--- src/rtl/bpvm_pkg.sv ---
// Shared types, constants and a helper for the battery pack voltage monitor.
// Used by bpvm_div.sv, battery_pack_voltage_monitor.sv and the testbench; no dependencies.
package bpvm_pkg;

  localparam int unsigned MAX_CELL_COUNT = 8;
  localparam int unsigned CELL_W = 4;
  localparam int unsigned MV_W = 16;
  localparam int unsigned CELL_MV_W = 13;
  localparam int unsigned HYST_W = 10;
  localparam int unsigned PCT_W = 7;
  localparam int unsigned CFG_IDX_W = 3;

  localparam int unsigned DIVIDEND_W = 20;
  localparam int unsigned DIVISOR_W = 13;
  localparam int unsigned DIV_STEPS = DIVIDEND_W;
  localparam int unsigned DIV_CNT_W = $clog2(DIV_STEPS);

  localparam logic [CELL_MV_W-1:0] NOMINAL_RST = CELL_MV_W'(3700);
  localparam logic [CELL_MV_W-1:0] FULL_RST = CELL_MV_W'(4200);
  localparam logic [CELL_MV_W-1:0] LOW_RST = CELL_MV_W'(3500);
  localparam logic [CELL_MV_W-1:0] CRIT_RST = CELL_MV_W'(3300);
  localparam logic [HYST_W-1:0] HYST_RST = HYST_W'(100);
  localparam logic [MV_W-1:0] DETECT_RST = MV_W'(2500);
  localparam logic [CELL_W-1:0] MANUAL_RST = '0;
  localparam logic [PCT_W-1:0] PCT_FULL = PCT_W'(100);

  typedef enum logic [CFG_IDX_W-1:0] {
    REG_NOMINAL,
    REG_FULL,
    REG_LOW,
    REG_CRIT,
    REG_HYST,
    REG_DETECT,
    REG_MANUAL
  } cfg_reg_e;

  typedef enum logic [2:0] {
    S_IDLE,
    S_DETECT,
    S_SPLIT,
    S_EVAL,
    S_PCT,
    S_FINISH
  } state_e;

  typedef struct packed {
    logic busy;
    logic done;
  } div_stat_t;

  function automatic logic [CELL_W-1:0] clamp_cells(input logic [DIVIDEND_W-1:0] n);
    logic [CELL_W-1:0] r;
    if (n == '0) begin
      r = CELL_W'(1);
    end else if (n > DIVIDEND_W'(MAX_CELL_COUNT)) begin
      r = CELL_W'(MAX_CELL_COUNT);
    end else begin
      r = n[CELL_W-1:0];
    end
    return r;
  endfunction

endpackage

--- src/rtl/bpvm_div.sv ---
// Bit-serial restoring divider, one quotient bit per cycle.
// Depends on bpvm_pkg for widths and the status struct.
module bpvm_div (
  input  logic                                clk_i,
  input  logic                                rst_ni,
  input  logic                                start_i,
  input  logic [bpvm_pkg::DIVIDEND_W-1:0]     dividend_i,
  input  logic [bpvm_pkg::DIVISOR_W-1:0]      divisor_i,
  output bpvm_pkg::div_stat_t                 stat_o,
  output logic [bpvm_pkg::DIVIDEND_W-1:0]     quotient_o
);

  logic [bpvm_pkg::DIVIDEND_W-1:0] acc_q, acc_d;
  logic [bpvm_pkg::DIVISOR_W-1:0]  rem_q, rem_d;
  logic [bpvm_pkg::DIVISOR_W-1:0]  dsr_q, dsr_d;
  logic [bpvm_pkg::DIV_CNT_W-1:0]  cnt_q, cnt_d;
  logic                            busy_q, busy_d;
  logic                            done_q, done_d;
  logic [bpvm_pkg::DIVISOR_W:0]    trial;
  logic [bpvm_pkg::DIVISOR_W:0]    diff;

  always_comb begin
    trial = {rem_q, acc_q[bpvm_pkg::DIVIDEND_W-1]};
    diff = trial - {1'b0, dsr_q};
    acc_d = acc_q;
    rem_d = rem_q;
    dsr_d = dsr_q;
    cnt_d = cnt_q;
    busy_d = busy_q;
    done_d = 1'b0;
    if (start_i) begin
      acc_d = dividend_i;
      rem_d = '0;
      dsr_d = divisor_i;
      cnt_d = bpvm_pkg::DIV_CNT_W'(bpvm_pkg::DIV_STEPS - 1);
      busy_d = 1'b1;
    end else if (busy_q) begin
      if (trial >= {1'b0, dsr_q}) begin
        rem_d = diff[bpvm_pkg::DIVISOR_W-1:0];
        acc_d = {acc_q[bpvm_pkg::DIVIDEND_W-2:0], 1'b1};
      end else begin
        rem_d = trial[bpvm_pkg::DIVISOR_W-1:0];
        acc_d = {acc_q[bpvm_pkg::DIVIDEND_W-2:0], 1'b0};
      end
      cnt_d = cnt_q - 1'b1;
      if (cnt_q == '0) begin
        busy_d = 1'b0;
        done_d = 1'b1;
      end
    end
  end

  always_ff @(posedge clk_i or negedge rst_ni) begin
    if (!rst_ni) begin
      busy_q <= 1'b0;
      done_q <= 1'b0;
      cnt_q <= '0;
    end else begin
      busy_q <= busy_d;
      done_q <= done_d;
      cnt_q <= cnt_d;
    end
  end

  always_ff @(posedge clk_i) begin
    acc_q <= acc_d;
    rem_q <= rem_d;
    dsr_q <= dsr_d;
  end

  assign stat_o.busy = busy_q;
  assign stat_o.done = done_q;
  assign quotient_o = acc_q;

endmodule

--- src/rtl/battery_pack_voltage_monitor.sv ---
// Top level of the battery pack voltage monitor: configuration, sequencer, result register.
// Depends on bpvm_pkg and bpvm_div.
//
// Usage:
// The input channel carries one pack voltage sample per transfer on pack_mv_i, with
// in_valid_i and in_ready_o. The output channel gives one result per sample, with
// out_valid_o and out_ready_i. Registers are written through cfg_we_i, cfg_idx_i and
// cfg_data_i while the block is idle; any write to a listed register clears both
// latches and restarts cell detection unless a manual count is set.
// Each sample with a cell count runs through one shared bit-serial divider. A result
// comes straight from the finish state while the cell count is unknown; with a known
// count the divider first splits the pack voltage per cell, then gives the charge
// percentage when it lies between the end points, and a detection division runs first
// when detection runs on the sample. One sample is in work at a time, and the next is
// taken only once the sequencer is back in idle after the result register loads.
// Reset restores all registers to their defaults, clears the count and the latches and
// empties the result register. A new sample is taken while a result still waits; if
// the receiver stalls, the next result holds in the sequencer until the result
// register frees, and no further sample is taken meanwhile.
module battery_pack_voltage_monitor (
  input  logic                                 clk_i,
  input  logic                                 rst_ni,
  input  logic                                 cfg_we_i,
  input  logic [bpvm_pkg::CFG_IDX_W-1:0]       cfg_idx_i,
  input  logic [bpvm_pkg::MV_W-1:0]            cfg_data_i,
  input  logic                                 in_valid_i,
  output logic                                 in_ready_o,
  input  logic [bpvm_pkg::MV_W-1:0]            pack_mv_i,
  output logic                                 out_valid_o,
  input  logic                                 out_ready_i,
  output logic [bpvm_pkg::CELL_W-1:0]          cells_o,
  output logic [bpvm_pkg::MV_W-1:0]            per_cell_mv_o,
  output logic                                 low_latched_o,
  output logic                                 critical_latched_o,
  output logic                                 low_event_o,
  output logic                                 critical_event_o,
  output logic                                 below_low_now_o,
  output logic                                 below_critical_now_o,
  output logic [bpvm_pkg::PCT_W-1:0]           charge_percent_o
);

  localparam int unsigned CMW = bpvm_pkg::CELL_MV_W;
  localparam int unsigned MVW = bpvm_pkg::MV_W;
  localparam int unsigned DVW = bpvm_pkg::DIVIDEND_W;
  localparam int unsigned DSW = bpvm_pkg::DIVISOR_W;
  localparam int unsigned CW = bpvm_pkg::CELL_W;
  localparam int unsigned PW = bpvm_pkg::PCT_W;

  bpvm_pkg::state_e state_q, state_d;

  logic [CMW-1:0] nominal_q, nominal_d, full_q, full_d, low_q, low_d, crit_q, crit_d;
  logic [bpvm_pkg::HYST_W-1:0] hyst_q, hyst_d;
  logic [MVW-1:0] detect_q, detect_d;
  logic [CW-1:0]  manual_q, manual_d;

  logic [CW-1:0]  cells_q, cells_d;
  logic           locked_q, locked_d;
  logic           low_lat_q, low_lat_d, crit_lat_q, crit_lat_d;

  logic [MVW-1:0] pack_q, pack_d;
  logic [MVW-1:0] per_cell_q, per_cell_d;
  logic           ev_low_q, ev_low_d, ev_crit_q, ev_crit_d;
  logic           now_low_q, now_low_d, now_crit_q, now_crit_d;
  logic [PW-1:0]  pct_q, pct_d;

  logic           out_valid_q, out_valid_d;
  logic [CW-1:0]  o_cells_q, o_cells_d;
  logic [MVW-1:0] o_per_cell_q, o_per_cell_d;
  logic           o_low_lat_q, o_low_lat_d, o_crit_lat_q, o_crit_lat_d;
  logic           o_ev_low_q, o_ev_low_d, o_ev_crit_q, o_ev_crit_d;
  logic           o_now_low_q, o_now_low_d, o_now_crit_q, o_now_crit_d;
  logic [PW-1:0]  o_pct_q, o_pct_d;

  logic           div_start;
  logic [DVW-1:0] div_dividend;
  logic [DSW-1:0] div_divisor;
  logic [DVW-1:0] div_quot;
  bpvm_pkg::div_stat_t div_stat;

  logic           in_accept;
  logic [CMW-1:0] nom_eff;
  logic [CW-1:0]  det_cells;
  logic [CMW-1:0] pct_diff;
  logic [DVW-1:0] pct_num;
  logic [CMW:0]   low_rel, crit_rel;
  logic           cfg_hit;
  logic [CW-1:0]  manual_new;

  bpvm_div u_div (
    .clk_i      (clk_i),
    .rst_ni     (rst_ni),
    .start_i    (div_start),
    .dividend_i (div_dividend),
    .divisor_i  (div_divisor),
    .stat_o     (div_stat),
    .quotient_o (div_quot)
  );

  always_comb begin
    nom_eff = (nominal_q == '0) ? CMW'(1) : nominal_q;
    det_cells = bpvm_pkg::clamp_cells(div_quot);
    pct_diff = per_cell_q[CMW-1:0] - crit_q;
    pct_num = {1'b0, pct_diff, 6'b0} + {2'b0, pct_diff, 5'b0} + {5'b0, pct_diff, 2'b0};
    low_rel = {1'b0, low_q} + {4'b0, hyst_q};
    crit_rel = {1'b0, crit_q} + {4'b0, hyst_q};
    in_ready_o = (state_q == bpvm_pkg::S_IDLE);
    in_accept = in_valid_i && in_ready_o;

    state_d = state_q;
    div_start = 1'b0;
    div_dividend = {{(DVW-MVW){1'b0}}, pack_q};
    div_divisor = {{(DSW-CW){1'b0}}, cells_q};
    nominal_d = nominal_q;
    full_d = full_q;
    low_d = low_q;
    crit_d = crit_q;
    hyst_d = hyst_q;
    detect_d = detect_q;
    manual_d = manual_q;
    cells_d = cells_q;
    locked_d = locked_q;
    low_lat_d = low_lat_q;
    crit_lat_d = crit_lat_q;
    pack_d = pack_q;
    per_cell_d = per_cell_q;
    ev_low_d = ev_low_q;
    ev_crit_d = ev_crit_q;
    now_low_d = now_low_q;
    now_crit_d = now_crit_q;
    pct_d = pct_q;
    out_valid_d = out_valid_q && !out_ready_i;
    o_cells_d = o_cells_q;
    o_per_cell_d = o_per_cell_q;
    o_low_lat_d = o_low_lat_q;
    o_crit_lat_d = o_crit_lat_q;
    o_ev_low_d = o_ev_low_q;
    o_ev_crit_d = o_ev_crit_q;
    o_now_low_d = o_now_low_q;
    o_now_crit_d = o_now_crit_q;
    o_pct_d = o_pct_q;

    unique case (state_q)
      bpvm_pkg::S_IDLE: begin
        if (in_accept) begin
          pack_d = pack_mv_i;
          per_cell_d = '0;
          ev_low_d = 1'b0;
          ev_crit_d = 1'b0;
          now_low_d = 1'b0;
          now_crit_d = 1'b0;
          pct_d = '0;
          if (!locked_q && (pack_mv_i >= detect_q)) begin
            div_start = 1'b1;
            div_dividend = DVW'({1'b0, pack_mv_i} + {5'b0, nom_eff[CMW-1:1]});
            div_divisor = nom_eff;
            state_d = bpvm_pkg::S_DETECT;
          end else if (cells_q != '0) begin
            div_start = 1'b1;
            div_dividend = {{(DVW-MVW){1'b0}}, pack_mv_i};
            div_divisor = {{(DSW-CW){1'b0}}, cells_q};
            state_d = bpvm_pkg::S_SPLIT;
          end else begin
            state_d = bpvm_pkg::S_FINISH;
          end
        end
      end
      bpvm_pkg::S_DETECT: begin
        if (div_stat.done) begin
          cells_d = det_cells;
          locked_d = 1'b1;
          div_start = 1'b1;
          div_divisor = {{(DSW-CW){1'b0}}, det_cells};
          state_d = bpvm_pkg::S_SPLIT;
        end
      end
      bpvm_pkg::S_SPLIT: begin
        if (div_stat.done) begin
          per_cell_d = div_quot[MVW-1:0];
          state_d = bpvm_pkg::S_EVAL;
        end
      end
      bpvm_pkg::S_EVAL: begin
        now_low_d = per_cell_q <= {3'b0, low_q};
        now_crit_d = per_cell_q <= {3'b0, crit_q};
        if (!low_lat_q && now_low_d) begin
          low_lat_d = 1'b1;
          ev_low_d = 1'b1;
        end else if (low_lat_q && (per_cell_q > {2'b0, low_rel})) begin
          low_lat_d = 1'b0;
        end
        if (!crit_lat_q && now_crit_d) begin
          crit_lat_d = 1'b1;
          ev_crit_d = 1'b1;
        end else if (crit_lat_q && (per_cell_q > {2'b0, crit_rel})) begin
          crit_lat_d = 1'b0;
        end
        if (per_cell_q >= {3'b0, full_q}) begin
          pct_d = bpvm_pkg::PCT_FULL;
          state_d = bpvm_pkg::S_FINISH;
        end else if (now_crit_d) begin
          pct_d = '0;
          state_d = bpvm_pkg::S_FINISH;
        end else begin
          div_start = 1'b1;
          div_dividend = pct_num;
          div_divisor = full_q - crit_q;
          state_d = bpvm_pkg::S_PCT;
        end
      end
      bpvm_pkg::S_PCT: begin
        if (div_stat.done) begin
          pct_d = div_quot[PW-1:0];
          state_d = bpvm_pkg::S_FINISH;
        end
      end
      bpvm_pkg::S_FINISH: begin
        if (!out_valid_q || out_ready_i) begin
          out_valid_d = 1'b1;
          o_cells_d = cells_q;
          o_per_cell_d = per_cell_q;
          o_low_lat_d = low_lat_q;
          o_crit_lat_d = crit_lat_q;
          o_ev_low_d = ev_low_q;
          o_ev_crit_d = ev_crit_q;
          o_now_low_d = now_low_q;
          o_now_crit_d = now_crit_q;
          o_pct_d = pct_q;
          state_d = bpvm_pkg::S_IDLE;
        end
      end
      default: begin
        state_d = bpvm_pkg::S_IDLE;
      end
    endcase

    // Writes are to arrive only while the block is idle (the block does not enforce it); they take priority here.
    cfg_hit = cfg_we_i && (cfg_idx_i <= bpvm_pkg::REG_MANUAL);
    manual_new = (cfg_idx_i == bpvm_pkg::REG_MANUAL) ? cfg_data_i[CW-1:0] : manual_q;
    if (cfg_hit) begin
      unique case (cfg_idx_i)
        bpvm_pkg::REG_NOMINAL: nominal_d = cfg_data_i[CMW-1:0];
        bpvm_pkg::REG_FULL:    full_d = cfg_data_i[CMW-1:0];
        bpvm_pkg::REG_LOW:     low_d = cfg_data_i[CMW-1:0];
        bpvm_pkg::REG_CRIT:    crit_d = cfg_data_i[CMW-1:0];
        bpvm_pkg::REG_HYST:    hyst_d = cfg_data_i[bpvm_pkg::HYST_W-1:0];
        bpvm_pkg::REG_DETECT:  detect_d = cfg_data_i;
        default:               manual_d = cfg_data_i[CW-1:0];
      endcase
      low_lat_d = 1'b0;
      crit_lat_d = 1'b0;
      if (manual_new != '0) begin
        cells_d = bpvm_pkg::clamp_cells({{(DVW-CW){1'b0}}, manual_new});
        locked_d = 1'b1;
      end else begin
        cells_d = '0;
        locked_d = 1'b0;
      end
    end
  end

  always_ff @(posedge clk_i or negedge rst_ni) begin
    if (!rst_ni) begin
      state_q <= bpvm_pkg::S_IDLE;
      nominal_q <= bpvm_pkg::NOMINAL_RST;
      full_q <= bpvm_pkg::FULL_RST;
      low_q <= bpvm_pkg::LOW_RST;
      crit_q <= bpvm_pkg::CRIT_RST;
      hyst_q <= bpvm_pkg::HYST_RST;
      detect_q <= bpvm_pkg::DETECT_RST;
      manual_q <= bpvm_pkg::MANUAL_RST;
      cells_q <= '0;
      locked_q <= 1'b0;
      low_lat_q <= 1'b0;
      crit_lat_q <= 1'b0;
      out_valid_q <= 1'b0;
    end else begin
      state_q <= state_d;
      nominal_q <= nominal_d;
      full_q <= full_d;
      low_q <= low_d;
      crit_q <= crit_d;
      hyst_q <= hyst_d;
      detect_q <= detect_d;
      manual_q <= manual_d;
      cells_q <= cells_d;
      locked_q <= locked_d;
      low_lat_q <= low_lat_d;
      crit_lat_q <= crit_lat_d;
      out_valid_q <= out_valid_d;
    end
  end

  always_ff @(posedge clk_i) begin
    pack_q <= pack_d;
    per_cell_q <= per_cell_d;
    ev_low_q <= ev_low_d;
    ev_crit_q <= ev_crit_d;
    now_low_q <= now_low_d;
    now_crit_q <= now_crit_d;
    pct_q <= pct_d;
    o_cells_q <= o_cells_d;
    o_per_cell_q <= o_per_cell_d;
    o_low_lat_q <= o_low_lat_d;
    o_crit_lat_q <= o_crit_lat_d;
    o_ev_low_q <= o_ev_low_d;
    o_ev_crit_q <= o_ev_crit_d;
    o_now_low_q <= o_now_low_d;
    o_now_crit_q <= o_now_crit_d;
    o_pct_q <= o_pct_d;
  end

  assign out_valid_o = out_valid_q;
  assign cells_o = o_cells_q;
  assign per_cell_mv_o = o_per_cell_q;
  assign low_latched_o = o_low_lat_q;
  assign critical_latched_o = o_crit_lat_q;
  assign low_event_o = o_ev_low_q;
  assign critical_event_o = o_ev_crit_q;
  assign below_low_now_o = o_now_low_q;
  assign below_critical_now_o = o_now_crit_q;
  assign charge_percent_o = o_pct_q;

`ifndef SYNTH
  a_div_start_idle: assert property (@(posedge clk_i) disable iff (!rst_ni)
    div_start |-> !div_stat.busy)
    else $error("divider restarted while busy");

  a_event_sets_latch: assert property (@(posedge clk_i) disable iff (!rst_ni)
    out_valid_o && (low_event_o || critical_event_o) |->
      (!low_event_o || low_latched_o) && (!critical_event_o || critical_latched_o))
    else $error("event without its latch");

  a_no_count_zero: assert property (@(posedge clk_i) disable iff (!rst_ni)
    out_valid_o && (cells_o == '0) |-> (per_cell_mv_o == '0) && (charge_percent_o == '0))
    else $error("result fields nonzero without a cell count");

  a_pct_range: assert property (@(posedge clk_i) disable iff (!rst_ni)
    out_valid_o |-> charge_percent_o <= bpvm_pkg::PCT_FULL)
    else $error("charge percentage out of range");
`endif

endmodule

--- config.mk ---
export PLATFORM = sky130hd
export DESIGN_NAME = battery_pack_voltage_monitor
export DESIGN_NICKNAME = d
export VERILOG_FILES = /design/src/rtl/bpvm_pkg.sv /design/src/rtl/bpvm_div.sv /design/src/rtl/battery_pack_voltage_monitor.sv
export SDC_FILE = /design/constraint.sdc
export NUM_CORES = 1
export LEC_CHECK = 0
export BUFFER_PORTS_ARGS = -buffer_cell sky130_fd_sc_hd__buf_4
export CAP_MARGIN = 20
export CORE_UTILIZATION = 43
export CTS_CLUSTER_SIZE = 12
export DETAILED_ROUTE_END_ITERATION = 6
export PLACE_DENSITY = 0.64
export SLEW_MARGIN = 5
export SYNTH_ARGS = -nofsm -noshare
export SYNTH_HDL_FRONTEND = slang
export SYNTH_HIERARCHICAL = 1
export SYNTH_SLANG_ARGS = --single-unit
--- constraint.sdc ---
create_clock -name clk_i -period 7.9 [get_ports clk_i]
set_input_delay 0.79 -clock clk_i [delete_from_list [all_inputs] [get_ports clk_i]]
set_output_delay 0.79 -clock clk_i [all_outputs]
set_load 0.1 [all_outputs]
-- After elaboration in Yosys (flattened, before gate mapping)
Cells that the tools add are included.
- flip-flop bits (word level): 222
- output and inout port bits: 35
- logic and storage cells: 204
- input bits: 40
- magnitude comparators: 10
- mux-type cells: 80
- eq/ne operators: 19
- bitwise gates (word level): 1
- $add $sub $neg: 9
- reductions and logical operators: 50
- operators with widths (kind ; number):
    $mux W20 ; 4
    $mux W13 ; 6
    $mux W16 ; 3
    $mux W4 ; 10
    $pmux W20 S2 ; 1
    $pmux W13 S3 ; 1
    $sub A13 B13 Y13 ; 3
    $mux W17 ; 2
    $gt A16 B14 Y1 ; 2
    $le A16 B13 Y1 ; 2
    $mux W1 ; 32
    $pmux W16 S2 ; 1
    $add A13 B10 Y14 ; 2
    $mux W7 ; 4
    $reduce_and A2 Y1 ; 13
    $mux W3 ; 7
    $pmux W7 S3 ; 1
    $add A19 B18 Y20 ; 1
    $add A20 B15 Y20 ; 1
    $gt A20 B4 Y1 const B ; 1
    $logic_not A20 Y1 ; 1
    $pmux W3 S6 ; 1
    $add A16 B12 Y17 ; 1
    $ge A16 B13 Y1 ; 1
    29 further kinds ; 68

-- Depth between registers and ports, before layout
- word-level depth: 7
- gate-level depth with buffers: 20
- depth with buffers taken out: 20

-- Modules after synthesis
The synthesis kept the hierarchy.
- modules (own cells, without submodules) (module ; area each (um^2) ; seq. area each (um^2) ; instances ; cells an instance):
    battery_pack_voltage_monitor ; 12391.9 ; 4649.5 ; 1 ; 1286
    bpvm_div ; 2836.5 ; 1426.4 ; 1 ; 244

-- Least setup slack after synthesis
No wires, ideal clock.
- path kind: flip-flop to flip-flop
- start: register state_q[0]
- end: register u_div.acc_q, in the netlist u_div/quotient_o[0] (enable)
- setup time: 0.377 ns
- period minus slack after synthesis: 5.252 ns
- required time: 7.523 ns
- arrival time: 4.875 ns
- path slack: 2.648 ns
- path buffers: 4
- cell stages (with the launch flop): 11
- cells stage by stage: dfrtp_1 > clkbuf_1 > nor3_1 > nand2_1 > clkbuf_1 > a21o_1 > nand3_1 > clkbuf_8 > inv_1 > clkbuf_1 > nand2_1
- longest elaborated chain between the ends: 5
- elaborated cells between the ends (all ways): 7
- classes of those cells: eq/ne (2); mux (2); reduce/logical (3)
- RTL lines (what ; RTL line ; text):
    start, declared ; battery_pack_voltage_monitor.sv:49 ; bpvm_pkg::state_e state_q, state_d;
    start signal, assigned ; battery_pack_voltage_monitor.sv:263 ; state_q <= bpvm_pkg::S_IDLE;
    start signal, assigned ; battery_pack_voltage_monitor.sv:277 ; state_q <= state_d;
    $logic_not A3 Y1 * ; battery_pack_voltage_monitor.sv:106 ; in_ready_o = (state_q == bpvm_pkg::S_IDLE);
    net in_ready_o ; battery_pack_voltage_monitor.sv:27 ; output logic in_ready_o,
    $logic_and A1 B1 Y1 ; battery_pack_voltage_monitor.sv:107 ; in_accept = in_valid_i && in_ready_o;
    $mux W1 ; battery_pack_voltage_monitor.sv:144 ; if (in_accept) begin
    $pmux W1 S3 * ; battery_pack_voltage_monitor.sv:142 ; unique case (state_q)
    net div_start ; battery_pack_voltage_monitor.sv:74 ; logic div_start;
    $reduce_bool A2 Y1 (no line) * ; n/a ;
    end signal, assigned ; bpvm_div.sv:66 ; acc_q <= acc_d;
    end, declared ; bpvm_div.sv:13 ; logic [bpvm_pkg::DIVIDEND_W-1:0] acc_q, acc_d;
The timed path passes the listed nets; every way through them passes the cells marked *.
A chain may end at the register's enable or synchronous reset.

-- Final worst setup path
- start: register crit_q[1]
- end: register u_div.acc_q, in the netlist u_div/quotient_o[15], data pin
- longest elaborated chain between the ends: 7
- elaborated cells between the ends (all ways): 11
- classes of those cells: add/sub (3); order compare (1); mux (7)
- RTL lines (what ; RTL line ; text):
    start, declared ; battery_pack_voltage_monitor.sv:51 ; logic [CMW-1:0] nominal_q, nominal_d, full_q, full_d, low_q, low_d, crit_q, crit_d;
    start signal, assigned ; battery_pack_voltage_monitor.sv:267 ; crit_q <= bpvm_pkg::CRIT_RST;
    start signal, assigned ; battery_pack_voltage_monitor.sv:281 ; crit_q <= crit_d;
    $sub A13 B13 Y13 ; battery_pack_voltage_monitor.sv:102 ; pct_diff = per_cell_q[CMW-1:0] - crit_q;
    $add A19 B18 Y20 ; battery_pack_voltage_monitor.sv:103 ; pct_num = {1'b0, pct_diff, 6'b0} + {2'b0, pct_diff, 5'b0} + {5'b0, pct_diff, 2'b0};
    $add A20 B15 Y20 ; battery_pack_voltage_monitor.sv:103 ;
    $mux W20 * ; battery_pack_voltage_monitor.sv:200 ; end else if (now_crit_d) begin
    $mux W20 * ; battery_pack_voltage_monitor.sv:197 ; if (per_cell_q >= {3'b0, full_q}) begin
    $pmux W20 S2 * ; battery_pack_voltage_monitor.sv:142 ;
    net div_dividend[15] ; battery_pack_voltage_monitor.sv:75 ; logic [DVW-1:0] div_dividend;
    $mux W20 * ; bpvm_div.sv:31 ; if (start_i) begin
    net u_div.acc_d (one bit) ; bpvm_div.sv:13 ;
Marks and branches as above.

==> metrics list <==
- Entering global routing, the biggest net connects 74 pins.
- From left edge to right edge, the die measures ~190 um.
- Clock latency on the worst-skew pair, taken at its later pin, is 540 ps.
* Maximum buffer depth of the clock tree: 3
* Max-slew violation count: 0
- Post-Synthesis Cell Area: ~15000 um^2
* Worst setup margin: 2680 ps
- Detailed-route DRC error count: 0
* Worst Max-Slew Pin Slew: about 1100 ps
* Number of vias per cell after detailed routing: 5.86
- Measured on the finished design, the core utilization comes to 0.492.
- Type of the setup path with the least slack: flop to flop
- Proportion of total power due to net switching: 0.447
- Across the run, the number of max-cap violations was 0.
* Critical Path AT: 5520 ps
* Average wire per standard cell: 21.1 um
* Total routing usage reported by global routing: 0.242
- Clock tree synthesis found a total of 222 sinks.
- Placer congestion estimate: ~0.96
- Average instance area after synthesis: roughly 10 um^2
- Power density cells: 448 nW/um^2
- With fillers left out, the area of the finished cells amounts to 17100 um^2.
- Max Clk Rate: 191 MHz
- Layout Skew: 24.1 ps
- The share of total power dissipated in the clock network is 0.161.
- Detailed Routing Iterations Pass 1: 5
- Counting every net in the synthesized netlist gives around 1700.
* Start point of the critical path: crit_q[1]
- HPWL after detailed placement: approximately 33 mm
- The die covers 36200 um^2.
- Combinational share of power: 0.579
* Status: finished clean
- In the finished design, the share of the clock period the worst path needs comes to 0.661.
- In this run the cell area measured after placement is 16200 um^2.
- Summed over all nets, the switching power comes to 3.42 mW.
- Starting Density: 0.438
- In this run the worst path has a maximum fanout of 5.
- At the placement stage, the worst setup path has a slack of 2860 ps.
- Startpoint of the worst register-to-register path: crit_q[1]
- Via count of the routed design: 12100
- Startpoint Class: flop
- Clock tree from TritonCTS: yes
- The worst register-to-register path ends at u_div/quotient_o[15].
- The number of endpoints with negative hold slack in the final report is 0.
* IR drop worst, VDD: 467 uV
- Slew HR: 0.293
- P_int: 4.23 mW
- After the first detailed-routing iteration, the DRC count stood at about 800.
* Post-layout min period: 5220 ps
* Static leakage: 7.28 nW
* Reg power frac: 0.260
- H-tree lvl count: 1
- The area growth from synthesis to layout is 12.3%.
* Tightest Hold Check Type: input pin to asynchronous set/reset pin
* Via count of the first global-routing pass: between 10000 and 15000
* CTS buffer count: 26
* DIE HEIGHT: 190 um
- The number of antenna violations at the first check in global routing came to 2.
- Number of input and output port buffers inserted: 74
- Clock tree root buffer cell: sky130_fd_sc_hd__clkbuf_16
- Cts-stage hold buffer count: 0
- Yosys warns: 6
- For this design the top-level I/O count stands at 75.
- Synthesis produced a netlist whose cell count is 1529.
* Required time of the critical path: 8190 ps
* Crit end category: flop
- Layout cells sized above 1: 0.166
- Register-to-Register Setup Slack: 2680 ps
- The first global-routing pass estimated 67.2 mm of wire.
- Count of nets after finishing: 1806
- Setup-failing EPs final: 0
- After clock tree synthesis, the repair step resized 0 gates.
- Setup repair after global routing left no endpoint under its margin.
- After detailed routing, the total wire length is 43.7 mm.
- After clock tree synthesis, the clock-pin slew on the worst setup and hold paths is 60 ps.
- Remaining number of nets flagged by the antenna check after routing: 0
- The region available for standard cell placement spans around 35000 um^2.
* Buffer count from post-CTS setup fixing: 0
* Number of cells on the worst reg-to-reg path: 18
* Endpoint of the worst setup timing path: u_div/quotient_o[15]
- Total negative setup slack: 0 ps
- Remaining global-route overflow: 0
- Number of placement rows: between 60 and 70
[power by group through the flow]
stage               Combinational, mW  Clock (mW)  Sequential, mW
floorplan                        3.28           0            1.97
global placement                 4.27           0            2.00
detailed placement               4.36           0            2.00
CTS                              4.39        1.26            1.98
global route                     4.89        1.30            2.02
finish                           4.43        1.23            1.99
[sequential cells by signal (all words and copies together) (netlist names), 3 cells and up]
name / cells
u_div/quotient_o: 20
detect_q: 16
pack_q: 16
per_cell_mv_o: 16
per_cell_q: 16
crit_q: 13
full_q: 13
low_q: 13
nominal_q: 13
u_div/dsr_q: 13
u_div/rem_q: 13
hyst_q: 10
charge_percent_o: 7
pct_q: 7
u_div/cnt_q: 5
cells_o: 4
cells_q: 4
manual_q: 4
state_q: 3
[critical path, cell delays in order, from the launching register on]
cell and delay, ps:
sky130_fd_sc_hd__dfrtp_1 430, sky130_fd_sc_hd__inv_1 200, sky130_fd_sc_hd__ha_1 280, sky130_fd_sc_hd__nor2b_1 130
sky130_fd_sc_hd__o21a_1 190, sky130_fd_sc_hd__o21ai_0 220, sky130_fd_sc_hd__a21oi_1 170, sky130_fd_sc_hd__o311ai_0 700
sky130_fd_sc_hd__mux2i_1 200, sky130_fd_sc_hd__or2_2 370, sky130_fd_sc_hd__ha_1 210, sky130_fd_sc_hd__a21o_1 150
sky130_fd_sc_hd__ha_1 340, sky130_fd_sc_hd__and2_1 180, sky130_fd_sc_hd__a311oi_1 410, sky130_fd_sc_hd__xnor2_1 120
sky130_fd_sc_hd__a221oi_1 280, sky130_fd_sc_hd__o21ai_0 120, sky130_fd_sc_hd__mux2_2 280
[routing by layer]
| metal | vias to the layer above | GRT usage | share of wire |
|---|---|---|---|
| li1 | 5723 | - | - |
| met1 | 5876 | 0.322 | 0.43 |
| met2 | 394 | 0.392 | 0.46 |
| met3 | 108 | 0.0450 | 0.068 |
| met4 | 2 | 0.0846 | 0.036 |
| met5 | - | 0 | 0.00032 |
[layout make-up]
class | count | area [um^2]
fillers | 3185 | 17600
multi-input cells | 1135 | 8460
flip-flops and latches | 222 | 6080
clock buffers | 33 | 728
repair buffers | 87 | 658
well taps | 455 | 569
inverters | 119 | 447
clock inverters | 15 | 146
diodes | 1 | 2.50
[layout by cell type, fill, tap and decap left out, types with 32 or more instances in the layout]
cell type	instances
sky130_fd_sc_hd__dfrtp_1	68
sky130_fd_sc_hd__a21oi_1	77
sky130_fd_sc_hd__ha_1	164
sky130_fd_sc_hd__inv_1	116
sky130_fd_sc_hd__xnor2_1	40
sky130_fd_sc_hd__edfxtp_1	109
sky130_fd_sc_hd__xor2_1	34
sky130_fd_sc_hd__buf_4	85
sky130_fd_sc_hd__nand2_1	129
sky130_fd_sc_hd__mux2_2	76
sky130_fd_sc_hd__nand3_1	55
sky130_fd_sc_hd__nor2_1	76
sky130_fd_sc_hd__dfstp_2	32
sky130_fd_sc_hd__o21ai_0	104
[how the worst min path moves through the flow]
stage                      endpoint  cells after the start  slack, ps  startpoint
5_1_grt                 detect_q[1]                      1        200      rst_ni
6_report                detect_q[0]                      1        180      rst_ni
4_1_cts                 detect_q[1]                      1        180      rst_ni
3_5_place_dp       critical_event_o                      0        410   ev_crit_q
2_1_floorplan  below_critical_now_o                      0        400  now_crit_q
3_3_place_gp       critical_event_o                      0        410   ev_crit_q
[through the flow]
step	power [mW]	std cells	hold WS, ps
after floorplan	5.25	1529	400
after global placement	6.26	2015	409
after detailed placement	6.36	2015	406
after CTS	7.63	2063	185
after global routing	8.21	2066	198
final	7.65	2067	182
(Power assumes the default switching activity.)
